## src/rtl/spt_pkg.sv

```systemverilog
// Shared types and constants of the script push-data tokenizer.
package spt_pkg;

  // Push opcodes with an explicit little-endian length field, and the zero opcode.
  localparam logic [7:0] OpPush1 = 8'h4C;
  localparam logic [7:0] OpPush2 = 8'h4D;
  localparam logic [7:0] OpPush4 = 8'h4E;
  localparam logic [7:0] OpZero  = 8'h00;

  // Where the parser stands within the current token.
  typedef enum logic [1:0] {
    PhaseOpcode  = 2'd0,
    PhaseLength  = 2'd1,
    PhasePayload = 2'd2
  } phase_e;

  // Role of a byte within its token.
  typedef enum logic [1:0] {
    RoleOpcode  = 2'd0,
    RoleLength  = 2'd1,
    RolePayload = 2'd2
  } role_e;

  // Truncation error codes.
  typedef enum logic [1:0] {
    ErrNone    = 2'd0,
    ErrLength  = 2'd1,
    ErrPayload = 2'd2
  } err_e;

  // One script byte as taken from the input stream.
  typedef struct packed {
    logic [7:0] script_byte;
    logic       end_of_script;
  } in_item_t;

  // One result request.
  typedef struct packed {
    role_e       byte_role;
    logic [7:0]  byte_value;
    logic [7:0]  current_opcode;
    logic [31:0] push_length;
    logic        is_push;
    logic        token_end;
    err_e        error_code;
  } result_t;

endpackage

```

## src/rtl/spt_in_reg.sv

```systemverilog
// Input register: holds one accepted byte until the parser consumes it.
module spt_in_reg (
  input  logic              clk_i,
  input  logic              rst_ni,
  input  logic              valid_i,
  output logic              ready_o,
  input  spt_pkg::in_item_t item_i,
  output logic              valid_o,
  input  logic              take_i,
  output spt_pkg::in_item_t item_o
);

  logic              valid_q, valid_d;
  spt_pkg::in_item_t item_q;

  // A new byte may enter when the register is empty or is being consumed.
  assign ready_o = !valid_q || take_i;
  assign valid_d = ready_o ? valid_i : valid_q;

  always_ff @(posedge clk_i or negedge rst_ni) begin
    if (!rst_ni) begin
      valid_q <= 1'b0;
    end else begin
      valid_q <= valid_d;
    end
  end

  // The payload needs no reset.
  always_ff @(posedge clk_i) begin
    if (ready_o && valid_i) begin
      item_q <= item_i;
    end
  end

  assign valid_o = valid_q;
  assign item_o  = item_q;

endmodule

```

## src/rtl/spt_parse.sv

```systemverilog
// Token parser: holds the parse state and classifies one byte per cycle while step_i is high.
module spt_parse (
  input  logic              clk_i,
  input  logic              rst_ni,
  input  logic              step_i,
  input  spt_pkg::in_item_t item_i,
  output spt_pkg::result_t  result_o
);

  spt_pkg::phase_e phase_q, phase_d;
  logic [7:0]      held_opcode_q, held_opcode_d;
  logic [2:0]      len_left_q, len_left_d;
  logic [1:0]      len_idx_q, len_idx_d;
  logic [31:0]     len_acc_q, len_acc_d;
  logic [31:0]     pay_left_q, pay_left_d;

  logic [7:0]      b;
  logic            last;
  logic [31:0]     acc_new;
  logic [2:0]      len_left_new;
  logic [31:0]     pay_left_new;

  assign b    = item_i.script_byte;
  assign last = item_i.end_of_script;

  // Length byte merged into the accumulator at its little-endian place.
  assign acc_new      = len_acc_q | ({24'd0, b} << {len_idx_q, 3'b000});
  assign len_left_new = len_left_q - 3'd1;
  assign pay_left_new = pay_left_q - 32'd1;

  // Classification of the byte into the result request.
  always_comb begin
    result_o.byte_role      = spt_pkg::RoleOpcode;
    result_o.byte_value     = b;
    result_o.current_opcode = b;
    result_o.push_length    = 32'd0;
    result_o.is_push        = 1'b0;
    result_o.token_end      = 1'b0;
    result_o.error_code     = spt_pkg::ErrNone;

    unique case (phase_q)
      spt_pkg::PhaseLength: begin
        result_o.byte_role      = spt_pkg::RoleLength;
        result_o.current_opcode = held_opcode_q;
        result_o.is_push        = 1'b1;
        result_o.push_length    = acc_new;
        if (len_left_new == 3'd0) begin
          if (acc_new == 32'd0) begin
            // A zero-length push ends on its last length byte.
            result_o.token_end = 1'b1;
          end else if (last) begin
            result_o.error_code = spt_pkg::ErrPayload;
          end
        end else if (last) begin
          result_o.error_code = spt_pkg::ErrLength;
        end
      end
      spt_pkg::PhasePayload: begin
        result_o.byte_role      = spt_pkg::RolePayload;
        result_o.current_opcode = held_opcode_q;
        result_o.is_push        = 1'b1;
        result_o.push_length    = len_acc_q;
        if (pay_left_new == 32'd0) begin
          result_o.token_end = 1'b1;
        end else if (last) begin
          result_o.error_code = spt_pkg::ErrPayload;
        end
      end
      default: begin
        // Opcode byte; the unused phase code is read the same way.
        if (b == spt_pkg::OpZero || b > spt_pkg::OpPush4) begin
          result_o.token_end = 1'b1;
        end else if (b < spt_pkg::OpPush1) begin
          result_o.is_push     = 1'b1;
          result_o.push_length = {24'd0, b};
          if (last) begin
            result_o.error_code = spt_pkg::ErrPayload;
          end
        end else begin
          result_o.is_push = 1'b1;
          if (last) begin
            result_o.error_code = spt_pkg::ErrLength;
          end
        end
      end
    endcase
  end

  // Next parse state after the byte.
  always_comb begin
    phase_d       = phase_q;
    held_opcode_d = held_opcode_q;
    len_left_d    = len_left_q;
    len_idx_d     = len_idx_q;
    len_acc_d     = len_acc_q;
    pay_left_d    = pay_left_q;

    unique case (phase_q)
      spt_pkg::PhaseLength: begin
        len_acc_d  = acc_new;
        len_idx_d  = len_idx_q + 2'd1;
        len_left_d = len_left_new;
        if (len_left_new == 3'd0) begin
          if (acc_new == 32'd0) begin
            phase_d = spt_pkg::PhaseOpcode;
          end else begin
            pay_left_d = acc_new;
            phase_d    = spt_pkg::PhasePayload;
          end
        end
      end
      spt_pkg::PhasePayload: begin
        pay_left_d = pay_left_new;
        if (pay_left_new == 32'd0) begin
          phase_d = spt_pkg::PhaseOpcode;
        end
      end
      default: begin
        held_opcode_d = b;
        len_idx_d     = 2'd0;
        len_acc_d     = 32'd0;
        pay_left_d    = 32'd0;
        len_left_d    = 3'd0;
        if (b == spt_pkg::OpZero || b > spt_pkg::OpPush4) begin
          phase_d = spt_pkg::PhaseOpcode;
        end else if (b < spt_pkg::OpPush1) begin
          len_acc_d  = {24'd0, b};
          pay_left_d = {24'd0, b};
          phase_d    = spt_pkg::PhasePayload;
        end else begin
          if (b == spt_pkg::OpPush1) begin
            len_left_d = 3'd1;
          end else if (b == spt_pkg::OpPush2) begin
            len_left_d = 3'd2;
          end else begin
            len_left_d = 3'd4;
          end
          phase_d = spt_pkg::PhaseLength;
        end
      end
    endcase

    // The end of a script returns all state to its reset values.
    if (last) begin
      phase_d       = spt_pkg::PhaseOpcode;
      held_opcode_d = 8'd0;
      len_left_d    = 3'd0;
      len_idx_d     = 2'd0;
      len_acc_d     = 32'd0;
      pay_left_d    = 32'd0;
    end
  end

  // Parse state advances once per consumed byte.
  always_ff @(posedge clk_i or negedge rst_ni) begin
    if (!rst_ni) begin
      phase_q       <= spt_pkg::PhaseOpcode;
      held_opcode_q <= 8'd0;
      len_left_q    <= 3'd0;
      len_idx_q     <= 2'd0;
      len_acc_q     <= 32'd0;
      pay_left_q    <= 32'd0;
    end else if (step_i) begin
      phase_q       <= phase_d;
      held_opcode_q <= held_opcode_d;
      len_left_q    <= len_left_d;
      len_idx_q     <= len_idx_d;
      len_acc_q     <= len_acc_d;
      pay_left_q    <= pay_left_d;
    end
  end

endmodule

```

## src/rtl/spt_out_reg.sv

```systemverilog
// Result register: holds one result until the downstream side takes it.
module spt_out_reg (
  input  logic             clk_i,
  input  logic             rst_ni,
  input  logic             valid_i,
  output logic             ready_o,
  input  spt_pkg::result_t result_i,
  output logic             valid_o,
  input  logic             ready_i,
  output spt_pkg::result_t result_o
);

  logic             valid_q, valid_d;
  spt_pkg::result_t result_q;

  // Room for a new result when empty or when the held one leaves now.
  assign ready_o = !valid_q || ready_i;
  assign valid_d = ready_o ? valid_i : valid_q;

  always_ff @(posedge clk_i or negedge rst_ni) begin
    if (!rst_ni) begin
      valid_q <= 1'b0;
    end else begin
      valid_q <= valid_d;
    end
  end

  always_ff @(posedge clk_i) begin
    if (ready_o && valid_i) begin
      result_q <= result_i;
    end
  end

  assign valid_o  = valid_q;
  assign result_o = result_q;

endmodule

```

## src/rtl/script_push_data_tokenizer.sv

```systemverilog
// Script push-data tokenizer: one result per script byte.
// Path: a byte waits in the input register, is parsed combinationally, and its result is
// registered in the result register, from which it is offered on the master side.
// Throughput: one byte per cycle while the master side takes results; back-pressure stalls the parse step.
// Reset: asynchronous, active low; clears both valid flags and the parse state.
module script_push_data_tokenizer (
  input  logic        clk_i,
  input  logic        rst_ni,
  input  logic        s_axis_tvalid_i,
  output logic        s_axis_tready_o,
  input  logic [7:0]  s_axis_tdata_i,   // [7:0] script_byte
  input  logic        s_axis_tlast_i,   // end_of_script
  output logic        m_axis_tvalid_o,
  input  logic        m_axis_tready_i,
  output logic [47:0] m_axis_tdata_o,   // [7:0] byte_value, [15:8] current_opcode,
                                        // [47:16] push_length
  output logic [4:0]  m_axis_tuser_o,   // [1:0] byte_role, [2] is_push, [4:3] error_code
  output logic        m_axis_tlast_o    // token_end
);

  spt_pkg::in_item_t in_item, held_item;
  spt_pkg::result_t  parse_res, out_res;
  logic              held_valid;
  logic              out_ready;
  logic              step;

  assign in_item.script_byte   = s_axis_tdata_i;
  assign in_item.end_of_script = s_axis_tlast_i;

  // The parser consumes the held byte whenever the result register has room.
  assign step = held_valid && out_ready;

  spt_in_reg u_in_reg (
    .clk_i   (clk_i),
    .rst_ni  (rst_ni),
    .valid_i (s_axis_tvalid_i),
    .ready_o (s_axis_tready_o),
    .item_i  (in_item),
    .valid_o (held_valid),
    .take_i  (step),
    .item_o  (held_item)
  );

  spt_parse u_parse (
    .clk_i    (clk_i),
    .rst_ni   (rst_ni),
    .step_i   (step),
    .item_i   (held_item),
    .result_o (parse_res)
  );

  spt_out_reg u_out_reg (
    .clk_i    (clk_i),
    .rst_ni   (rst_ni),
    .valid_i  (held_valid),
    .ready_o  (out_ready),
    .result_i (parse_res),
    .valid_o  (m_axis_tvalid_o),
    .ready_i  (m_axis_tready_i),
    .result_o (out_res)
  );

  // Pack the result onto the master side.
  assign m_axis_tdata_o = {out_res.push_length, out_res.current_opcode, out_res.byte_value};
  assign m_axis_tuser_o = {out_res.error_code, out_res.is_push, out_res.byte_role};
  assign m_axis_tlast_o = out_res.token_end;

endmodule
```

## config.mk

```make
export PLATFORM = sky130hd
export DESIGN_NAME = script_push_data_tokenizer
export DESIGN_NICKNAME = d
export VERILOG_FILES = /design/src/rtl/spt_pkg.sv /design/src/rtl/spt_in_reg.sv /design/src/rtl/spt_parse.sv /design/src/rtl/spt_out_reg.sv /design/src/rtl/script_push_data_tokenizer.sv
export SDC_FILE = /design/constraint.sdc
export NUM_CORES = 1
export LEC_CHECK = 0
export ABC_AREA = 1
export BUFFER_PORTS_ARGS = -buffer_cell sky130_fd_sc_hd__buf_4
export CAP_MARGIN = 20
export CORE_MARGIN = 2
export CORE_UTILIZATION = 46
export DETAILED_ROUTE_END_ITERATION = 6
export PLACE_DENSITY = 0.67
export SLEW_MARGIN = 20
export SYNTH_ARGS = -nofsm -noshare
export SYNTH_HDL_FRONTEND = slang
export SYNTH_HIERARCHICAL = 1
export SYNTH_SLANG_ARGS = --single-unit
```

## constraint.sdc

```tcl
create_clock -name clk_i -period 3.25 [get_ports clk_i]
set_input_delay 0.65 -clock clk_i [delete_from_list [all_inputs] [get_ports clk_i]]
set_output_delay 0.65 -clock clk_i [all_outputs]
set_load 0.05 [all_outputs]
```

Word-level counts from Yosys, hierarchy flattened
Cells that the tools add are included.
{"block": "totals", "regBits": 144, "latch_bits": 0, "mem_bits_rw": 0, "rom_bits": 0, "in_bits": 13, "output_inout_bits": 56, "word_cells": 86, "memories": 0}
{"block": "classes", "addsub": 3, "n_mul": 0, "div": 0, "order_cmp": 2, "eq_ne": 8, "n_shift": 1, "mux": 39, "bitwise": 1, "reduce_logical": 15}
{"op": "two-way mux 32 bit", "n": 4}
{"op": "one-hot mux 32 bit (2 select lines)", "n": 2}
{"op": "one-hot mux 36 bit (2 select lines)", "n": 1}
{"op": "logical NOT 32 bit", "n": 2}
{"op": "two-way mux 33 bit", "n": 1}
{"op": "two-way mux 8 bit", "n": 4}
{"op": "OR 32 bit", "n": 1}
{"op": "<< shifter 8 x 5 -> 32 bit", "n": 1}
{"op": "subtractor 32 x 1 -> 32 bit (second input constant)", "n": 1}
{"op": "two-way mux 2 bit", "n": 13}
{"op": "== test 8 x 7 -> 1 bit (second input constant)", "n": 2}
{"op": "two-way mux 3 bit", "n": 5}
{"op": "one-hot mux 2 bit (2 select lines)", "n": 3}
{"op": "greater-than comparator 8 x 7 -> 1 bit (second input constant)", "n": 1}
{"op": "logical NOT 8 bit", "n": 1}
{"op": "< comparator 8 x 7 -> 1 bit (second input constant)", "n": 1}
{"op": "inequality test 3 x 2 -> 1 bit (second input constant)", "n": 2}
{"op": "one-hot mux 3 bit (2 select lines)", "n": 1}
{"op": "AND reduction 3 bit", "n": 2}
{"op": "two-way mux 1 bit", "n": 5}
{"op": "logical NOT 3 bit", "n": 1}
{"op": "logical OR 1 bit", "n": 3}
{"op": "inequality test 3 bit (second input constant)", "n": 1}
{"op": "subtractor 3 x 1 -> 3 bit (second input constant)", "n": 1}
{"op": "other kinds (8)", "n": 10}

Longest topological paths before layout
Gate-level depths: netlist of the first run.
{"block": "logic_depth", "word_depth": 7, "ltp_mapped": 17, "mapped_depth_nobuf": 17}

By module
Netlist of the first run, hierarchy kept.
{"mod": "spt_parse", "n_inst": 1, "cells_per_inst": 926, "area_per_inst_um2": 5895.7, "seq_area_each_um2": 1976.9}
{"mod": "spt_out_reg", "n_inst": 1, "cells_per_inst": 60, "area_per_inst_um2": 1666.6, "seq_area_each_um2": 1646.6}
{"mod": "spt_in_reg", "n_inst": 1, "cells_per_inst": 15, "area_per_inst_um2": 315.3, "seq_area_each_um2": 295.3}
{"mod": "script_push_data_tokenizer", "n_inst": 1, "cells_per_inst": 2, "area_per_inst_um2": 7.5, "seq_area_each_um2": 0.0}

Worst setup path after synthesis of the first run
No wires, ideal clock.
{"block": "synth_path", "path_type": "input-to-reg", "from": "input port m_axis_tready_i", "to": "register u_out_reg.result_q, in the netlist u_out_reg/result_o[0] (enable)", "setup_time_ns": 0.483, "arrival_time_ns": 3.307, "required_ns": 2.767, "path_slack_ns": -0.541, "path_stages": 2, "n_path_buf": 0, "cell_sequence": "inv_1 -> a21oi_1"}
{"block": "synth_via", "elab_chain_len": 2}
{"item": "start, declared", "line_no": "script_push_data_tokenizer.sv:14", "source": "input logic m_axis_tready_i,"}
{"item": "logical OR 1 bit", "line_no": "spt_out_reg.sv:17", "source": "assign ready_o = !valid_q || ready_i;"}
{"item": "logical AND 1 bit", "line_no": "spt_out_reg.sv:29", "source": "if (ready_o && valid_i) begin"}
{"item": "end signal, assigned", "line_no": "spt_out_reg.sv:30", "source": "result_q <= result_i;"}
{"item": "end, declared", "line_no": "spt_out_reg.sv:14", "source": "spt_pkg::result_t result_q;"}
No other way between the ends.
A chain may end at the register's enable or synchronous reset.

Worst setup path in the final report of the first run
{"block": "layout_path", "from": "register u_parse.len_idx_q[1]", "to": "register u_parse.pay_left_q[16]"}
{"block": "layout_via", "elab_chain_len": 6, "word_cells_on_any_way": 9, "cone_classes": "1 x eq/ne; 1 x shift; 4 x mux; 1 x bitwise; 2 x reduce/logical"}
{"item": "start, declared", "line_no": "spt_parse.sv:13", "source": "logic [1:0] len_idx_q, len_idx_d;"}
{"item": "start signal, assigned", "line_no": "spt_parse.sv:167", "source": "len_idx_q <= len_idx_d;"}
{"item": "<< shifter 8 x 5 -> 32 bit (*)", "line_no": "spt_parse.sv:27", "source": "assign acc_new = len_acc_q | ({24'd0, b} << {len_idx_q, 3'b000});"}
{"item": "OR 32 bit (*)", "line_no": "spt_parse.sv:27"}
{"item": "branches (longest 4 deep; another with logical NOT 32 bit)"}
{"item": "end signal, assigned", "line_no": "spt_parse.sv:169", "source": "pay_left_q <= pay_left_d;"}
{"item": "end, declared", "line_no": "spt_parse.sv:15", "source": "logic [31:0] pay_left_q, pay_left_d;"}
Every way passes the cells marked *. The select of a mux whose other input is x is not followed.

==> results of run 1 <==
## cell usage in the layout, fill, tap and decap left out, drive strengths merged
master,synthesis,routed
o2111ai,1,1
o22ai,33,33
buf,23,84
o21ai,122,122
a31oi,7,7
nand3,53,53
nand4,11,11
a22oi,2,2
inv,145,147
diode,0,1
a21oi,21,21
xor2,8,8
nor2,115,115
nand2,275,275
nor3,3,3
bufinv,0,1
nor4,2,2
a32o,1,1
xnor2,1,1
nand3b,1,1
o221ai,4,4
edfxtp,63,63
ha,6,6
dfrtp,81,81
clkbuf,20,19
clkinvlp,0,4
clkinv,5,11
## state kept, by name (all words and copies together) (netlist names)
name / cells
u_out_reg/result_o: 54
u_parse/pay_left_q: 32
u_parse/len_left_q: 3
u_parse/len_acc_q: 32
u_in_reg/valid_o: 1
u_out_reg/valid_o: 1
u_parse/len_idx_q: 2
u_in_reg/item_o: 9
u_parse/phase_q: 2
u_parse/held_opcode_q: 8
## routing by layer
layer	vias up	share of wire, %	track usage, %
li1	3391	-	-
met1	3311	44	35.5
met2	365	44	36.1
met3	47	9.9	5.33
met4	0	2.3	9.06
met5	-	0	0
## worst paths after layout
path                       slack, ns                        to  depth (start not counted)                     start
setup / recovery                0.58    u_parse/pay_left_q[16]                         14      u_parse/len_idx_q[1]
hold / removal                  0.26  u_parse/held_opcode_q[0]                          1                    rst_ni
setup reg to reg                0.58    u_parse/pay_left_q[16]                         14      u_parse/len_idx_q[1]
hold reg to reg                 0.49  u_parse/held_opcode_q[4]                          2  u_parse/held_opcode_q[4]
max in group asynchronous       2.25      u_parse/len_acc_q[0]                          2                    rst_ni
min in group clk_i              0.40        u_in_reg/item_o[0]                          1            s_axis_tlast_i
## worst max-delay path, delay by kind of cell, from the launching register on
family	cells	cell delay, ns
and+or+nand+nor	8	0.87
DFF	1	0.69
buffers and inverters	4	0.68
AOI/OAI and AO/OA	2	0.30
## where the power goes
part	switching [mW]	internal, mW	total [mW]
logic	1.83	0.735	2.57
registers	0.128	2.12	2.25
clock network	0.755	1.05	1.81
total	2.72	3.90	6.62
## final cells by class
type | instances | share of cell area [%]
Sequential cell | 144 | 42.9
Multi-Input combinational cell | 666 | 34.6
Timing Repair Buffer | 84 | 7.31
Inverter | 150 | 6.21
Clock buffer | 19 | 4.74
Tap cell | 220 | 3.01
Clock inverter | 13 | 1.26
Antenna cell | 1 | 0.0274
## kinds of logic after synthesis
logic type	synth area share, %
XOR/XNOR	1.00
AND/OR/NAND/NOR	23.6
flip-flops	49.7
AO/OA/AOI/OAI	14.3
adder cells (fa/ha/maj)	0.952
buffers and inverters	10.4
==> impl_metrics.yaml, run 1 <==
critical_path:
  crit_type: "reg -> reg"
  worstSetupEndpointType: "register"
  slowest_delay_ns: 0.69
  worstPathCellList: "inv_2 -> nand3_1 -> nand2_1 -> inv_1 -> nand2_1 -> nor3_2 -> nand2_1 -> nor2_2 -> nand2_2 -> o21ai_4 -> inv_4 -> buf_4 -> nand3_1 -> o21ai_2"
  crit_fanout: 18
  cpMostUsedCell: "nand2_1"
  worstPathArrival_ns: 2.98
  crit_slowest_cell: "dfrtp_1"
  cp.required_ns: 3.56
  setup.worst_path.start_class: "register"
routing:
  drc: 0
  detail_route.wl_per_cell_um: 16.7
  ant_nets: 0
  dr_total_vias: 7114
  first_pass_iters: 6
  routed_via_density: 5.48
  wirelength_um: 21700
  drt_iter0_drc: 866
yosys:
  async_flop_share_pct: 56.3
  ys_seq_area_share_pct: 49.7
  synth_edf_count: 63
  ys_types: 36
  ys.flop_type: "dfrtp_1"
  synth_area_leaders: "dfrtp_1, edfxtp_1, nand2_1, inv_1, o21ai_0"
  netlist_instances: 1003
  yosysWarnings: 6
  synth_area_leader_cell: "dfrtp_1"
  synth_most_common_cell: "nand2_1"
  synth_area_um2: 7890
  synth-seq-cells: 144
  synth_nets: 1022
  synth_top_area_share_pct: 25.7
  netlist_top_cells_count: "nand2_1, inv_1, nor2_1"
  avgSynthCellArea_um2: 7.86
timing:
  final_hold_viol_count: 0
  grt_setup_unrepaired: "false"
  worst_slew_pin_slew_ns: 0.828
  skew_ns: 0.00824
  layout_min_cycle_time_ns: 2.67
  setup_tns_ns: 0
  holdWs_ns: 0.263
  finalSetupViolCount: 0
  fmax_mhz: 375
  period_share_pct: 82.1
  slew_violations: 0
  fin_ws_ns: 0.583
  maxSlewHeadroom_pct: 44.8
final_layout:
  drive_above_1_share_pct: 13.9
  nFillCells: 1507
  syn_to_final_growth_pct: 15.9
  nets: 1082
  layout.cells.non_filler: 1297
  seqCellArea_um2: 3920
  final_util_pct: 54.9
  postLayoutCellArea_um2: 9140
  multi_input_area_um2: 3160
global_route:
  antenna_found_initial: 1
  grt_pass1_vias: 6533
  grt_pass1_wl_um: 34500
  gr-total-overflow: 0
  gr-usage-all-layers_pct: 24.5
  grt_max_degree: 52
clocking:
  cts_hold_buf: 0
  post_cts_buffers: 0
  ctsResizeCount: 0
  path_clk_slew_ns: 0.06
  htreeDepth: 4
  numClockSinks: 144
  cts-root-buf: "clkbuf_16"
  cts_buffers: 17
  cts_tree: "yes"
  clk-insertion-delay-late_ns: 0.43
  cts_max_path_buffers: 2
job:
  max_cap_violations: 0
place:
  dp_hpwl_um: 15600
  pre_cts_ws_ns: 0.629
  placed_area_um2: 8590
  place_congestion: 0.986
  dp.cells: 1264
  numPortBuffers: 68
outcome:
  status: "finished, final reports clean"
floorplan:
  ios: 69
  rows: 47
  die_h_um: 135
  fp.dieW_um: 135
  initial_utilization_pct: 47.4
  design.core.area_um2: 16600
  dieArea_um2: 18200
power_and_ir_drop:
  p_total_mw: 6.62
  leakage_nw: 4.48
  vdd_drop_max_mv: 0.450
  p_per_area_nw_per_um2: 724
hold_path:
  hp-class: "in -> async"
(Power assumes the default switching activity.)
==> run 2: changes to the inputs <==
--- a/config.mk
+++ b/config.mk
@@ -11,7 +11,6 @@
 export CORE_MARGIN = 2
 export CORE_UTILIZATION = 46
 export DETAILED_ROUTE_END_ITERATION = 6
-export PLACE_DENSITY = 0.67
 export SLEW_MARGIN = 20
 export SYNTH_ARGS = -nofsm -noshare
 export SYNTH_HDL_FRONTEND = slang
==> constraint.sdc (replaced) <==
create_clock -name clk_i -period 2.8 [get_ports clk_i]
set_input_delay 0.56 -clock clk_i [delete_from_list [all_inputs] [get_ports clk_i]]
set_output_delay 0.56 -clock clk_i [all_outputs]
set_load 0.05 [all_outputs]
==> run 2 against run 1 <==
  * Sequential share of layout area down 1.0 points
  * Largest power group unchanged
  * Critical endpoint is now u_parse/phase_q[0]
  * Largest cell class unchanged
  * Maximum frequency up 5.3%
  * Sequential power up 15%
==> impl_metrics.yaml, run 2 (synthesis gave the netlist of run 1 again) <==
clocking:
  numClockSinks: 144
  cts_max_path_buffers: 2
  cts_tree: "yes"
  cts_buffers: 17
  ctsResizeCount: 0
  post_cts_buffers: 0
  clk-insertion-delay-late_ns: 0.42
  path_clk_slew_ns: 0.06
  htreeDepth: 4
  cts-root-buf: "clkbuf_16"
  cts_hold_buf: 0
critical_path:
  r2r-start: "u_parse/pay_left_q[0]"
  worstPathArrival_ns: 2.84
  slowest_delay_ns: 0.38
  worstSetupEndpointType: "register"
  crit_fanout: 5
  setup.worst_path.start_class: "register"
  crit_slowest_cell: "dfrtp_1"
  worstPathCellList: "inv_1 -> ha_1 -> nand2_1 -> nor2_1 -> nand2_1 -> nor2_1 -> nand2_1 -> nand2_1 -> nand2_1 -> nor2_1 -> nand2_1 -> nor2_1 -> nand3_1 -> nand2_1 -> nand2_1 -> nand2_1 -> nand2_1"
  cp.required_ns: 3.11
  crit_path_start: "u_parse/pay_left_q[0]"
  crit_type: "reg -> reg"
  cpMostUsedCell: "nand2_1"
place:
  dp_hpwl_um: 16600
  place_congestion: 0.944
  numPortBuffers: 68
floorplan:
  die_h_um: 135
  initial_utilization_pct: 47.4
  design.core.area_um2: 16600
  fp.dieW_um: 135
  ios: 69
  dieArea_um2: 18200
  rows: 47
timing:
  skew_ns: 0.00956
  setup_tns_ns: 0
  worst_slew_pin_slew_ns: 0.701
  maxSlewHeadroom_pct: 53.3
  layout_min_cycle_time_ns: 2.53
  finalSetupViolCount: 0
  slew_violations: 0
  period_share_pct: 90.4
  fmax_mhz: 395
  final_hold_viol_count: 0
  grt_setup_unrepaired: "false"
hold_path:
  hp-class: "in -> async"
global_route:
  gr-total-overflow: 0
  grt_pass1_wl_um: 36200
  grt_pass1_vias: 6442
  antenna_found_initial: 1
  gr-usage-all-layers_pct: 26.2
  grt_max_degree: 55
power_and_ir_drop:
  leakage_nw: 4.62
  p_total_mw: 8.03
  p_per_area_nw_per_um2: 858
  vdd_drop_max_mv: 0.460
final_layout:
  final_common_cell: "nand2_1"
  nFillCells: 1556
  nets: 1102
  drive_above_1_share_pct: 15.8
  largest_register_ffs: 54
  multi_input_area_um2: 3160
  syn_to_final_growth_pct: 18.8
  seqCellArea_um2: 3920
  final_cell_mix: "nand2_1, inv_1, nor2_1"
  n_antenna_cell: 0
routing:
  ant_nets: 0
  drc: 0
  wirelength_um: 22900
  first_pass_iters: 6
  dr_total_vias: 7046
  routed_via_density: 5.35
  drt_iter0_drc: 874
  detail_route.wl_per_cell_um: 17.4
outcome:
  status: "finished, final reports clean"
job:
  max_cap_violations: 0
## run 2: cell count changes in the layout (fill, tap and decap cells not counted), sizes merged
| cell | delta |
|---|---|
| clkbuf | -1 |
| inv | +1 |
| clkinvlp | -2 |
| buf | +20 |
| diode | -1 |
| bufinv | +2 |
## run 2: path summary, 6_finish.rpt
kind	end	cells past startpoint	slack [ns]
max in group asynchronous	u_parse/len_left_q[1]	2	2.07
worst max-delay path	u_parse/phase_q[0]	17	0.27
min in group clk_i	u_in_reg/item_o[3]	1	0.32
worst max register to register	u_parse/phase_q[0]	17	0.27
worst min register to register	u_parse/held_opcode_q[2]	2	0.49
worst min-delay path	u_parse/held_opcode_q[1]	1	0.10
## run 2: critical path: cells and delay by family, from the launching register on
kind | cells | cell delay [ns]
simple gates | 15 | 1.66
buf+inv | 1 | 0.16
fa+ha+maj | 1 | 0.24
flops | 1 | 0.38
## run 2: final cells by class
cell class	count	share of cell area [%]
clock buffer	18	4.69
inverter	150	6.07
multi-input combinational	666	33.8
sequential	144	41.8
tap	220	2.94
clock inverter	14	1.92
timing repair buffer	104	8.74
## run 2: routing by layer
layer  share of wire [%]  GRT usage [%]
met5               0.048              0
met4                 1.2           5.91
met3                 8.1           3.98
met2                  44           39.0
met1                  47           40.4
## run 2: through the flow
stage               setup slack, ns  hold WS (ns)  utilization, %  area, um2  cells
floorplan                     0.183         0.264               -       7890   1003
global placement              0.291         0.468            52.5       8740   1284
detailed placement            0.264         0.478            52.5       8740   1284
CTS                           0.239         0.118            56.2       9360   1316
global route                 0.0101         0.127            56.3       9360   1316
finish                        0.268         0.100            56.3       9360   1316
## run 2: power breakdown
group / total [mW] / leakage, nW / switching (mW) / internal, mW
Sequential: 2.59 / 1.73 / 0.137 / 2.46
Clock: 2.37 / 0.297 / 0.935 / 1.44
Combinational: 3.07 / 2.59 / 2.17 / 0.897
==> run 3: changes to the inputs <==
==> constraint.sdc (replaced) <==
create_clock -name clk_i -period 2.8 [get_ports clk_i]
set_input_delay 0.28 -clock clk_i [delete_from_list [all_inputs] [get_ports clk_i]]
set_output_delay 0.28 -clock clk_i [all_outputs]
set_load 0.05 [all_outputs]
==> run 3 against run 2 <==
  * The flow now finishes with violations (DRC)
  * Critical path type unchanged
  * Highest routed layer unchanged
  * Cell count shrank 1.1%
  * Maximum frequency rose by 3.7%
  * Total power hardly changed
==> impl_metrics.yaml, run 3 (synthesis gave the netlist of run 1 again) <==
clocking:
  post_cts_buffers: 0
  cts_max_path_buffers: 2
  path_clk_slew_ns: 0.06
  cts_tree: "yes"
  clk-insertion-delay-late_ns: 0.43
  numClockSinks: 144
  htreeDepth: 4
  cts-root-buf: "clkbuf_16"
  cts_buffers: 17
critical_path:
  r2r-start: "u_parse/pay_left_q[0]"
  crit_type: "reg -> reg"
  crit_path_start: "u_parse/pay_left_q[0]"
  setup.worst_path.start_class: "register"
  worstSetupEndpointType: "register"
  crit_fanout: 5
  r2r-end: "u_parse/phase_q[1]"
  rr_worst_depth: 17
  worstPathArrival_ns: 2.75
  worst-r2r-setup-slack_ns: 0.36
  cp.required_ns: 3.11
timing:
  setup_tns_ns: 0
  maxSlewHeadroom_pct: 45.5
  holdWs_ns: 0.0345
  grt_setup_unrepaired: "false"
  layout_min_cycle_time_ns: 2.44
  finalSetupViolCount: 0
  fmax_mhz: 410
  worst_slew_pin_slew_ns: 0.817
  slew_violations: 0
  final_hold_viol_count: 0
  skew_ns: 0.0140
  period_share_pct: 87.2
final_layout:
  nets: 1088
  syn_to_final_growth_pct: 17.7
  largest_register_ffs: 54
  layout.cells.non_filler: 1302
  n_antenna_cell: 0
  postLayoutCellArea_um2: 9280
  final_cell_mix: "nand2_1, inv_1, nor2_1"
  drive_above_1_share_pct: 14.7
  final_common_cell: "nand2_1"
routing:
  drc: 1
  ant_nets: 0
  dr_total_vias: 7018
  wirelength_um: 22600
  routed_via_density: 5.39
  drt_iter0_drc: 757
  detail_route.wl_per_cell_um: 17.4
  first_pass_iters: 7
place:
  placed_area_um2: 8640
  numPortBuffers: 68
  dp.cells: 1269
  dp_hpwl_um: 16500
  place_congestion: 0.960
floorplan:
  design.core.area_um2: 16600
  ios: 69
  die_h_um: 135
  fp.dieW_um: 135
  initial_utilization_pct: 47.4
  dieArea_um2: 18200
  rows: 47
outcome:
  status: "complete, but fails checks"
  violations: "DRC"
global_route:
  gr-usage-all-layers_pct: 25.9
  gr-total-overflow: 0
  grt_pass1_wl_um: 35900
  antenna_found_initial: 2
  grt_pass1_vias: 6504
  grt_max_degree: 52
power_and_ir_drop:
  leakage_nw: 4.55
  p_per_area_nw_per_um2: 865
  vdd_drop_max_mv: 0.440
job:
  max_cap_violations: 0
hold_path:
  worstHoldEndpoint: "u_in_reg/item_o[2]"
  hp-class: "in -> reg"
  min_from: "s_axis_tdata_i[1]"
  worstHoldPathCells: 1
==> run 3: layout make-up <==
class	instances	area, um2
inverter	150	568
sequential	144	3920
tap	220	275
clock inverter	13	175
fill	1597	7360
timing repair buffer	90	728
multi-input combinational	666	3170
clock buffer	19	443
==> run 3: report_power, final <==
group / total, mW / internal [mW] / switching, mW
registers: 2.59 / 2.46 / 0.133
logic: 3.05 / 0.886 / 2.16
clock network: 2.39 / 1.45 / 0.941
==> run 3: worst max-delay path: stages (launching register included) <==
cell     delay, ns
dfrtp_1       0.38
inv_1         0.15
ha_1          0.24
nand2_1       0.07
nor2_1        0.20
nand2_1       0.12
nor2_2        0.19
nand2_1       0.07
nand2_1       0.06
nand2_1       0.06
nor2_1        0.13
nand2_1       0.07
nor2_1        0.10
nand3_1       0.16
nand2_1       0.14
nand2_1       0.08
nand2_1       0.09
nand2_1       0.05
==> run 3: what timing repair did <==
item	in CTS	in global routing
hold buffers	1	0
resized for setup	0	4
hold endpoints to repair	50	0
setup endpoints to repair	0	4
==> run 3: worst max-delay path by stage <==
| stage | end | cells after the start |
|---|---|---|
| after floorplan | u_out_reg/result_o[0] | 1 |
| after global placement | u_out_reg/result_o[1] | 15 |
| after detailed placement | u_out_reg/result_o[1] | 13 |
| after CTS | u_parse/phase_q[1] | 15 |
| after global routing | u_parse/phase_q[0] | 15 |
| final | u_parse/phase_q[1] | 17 |
==> run 3: routing by layer <==
metal	up-vias	GRT usage [%]	wire, um
met5	-	0	27
met4	4	7.84	431
met2	281	39.0	10100
met1	3286	37.9	10500
met3	39	4.95	1590
li1	3408	-	-
==> run 3: stage by stage <==
step           total power [mW]  utilization (%)  worst slack [ns]
6_report                   8.03             55.7             0.359
2_1_floorplan              4.77                -             0.222
3_3_place_gp               5.63             51.9             0.337
4_1_cts                    8.01             55.7             0.316
5_1_grt                    8.53             55.7            0.0115
3_5_place_dp               5.62             51.9             0.327
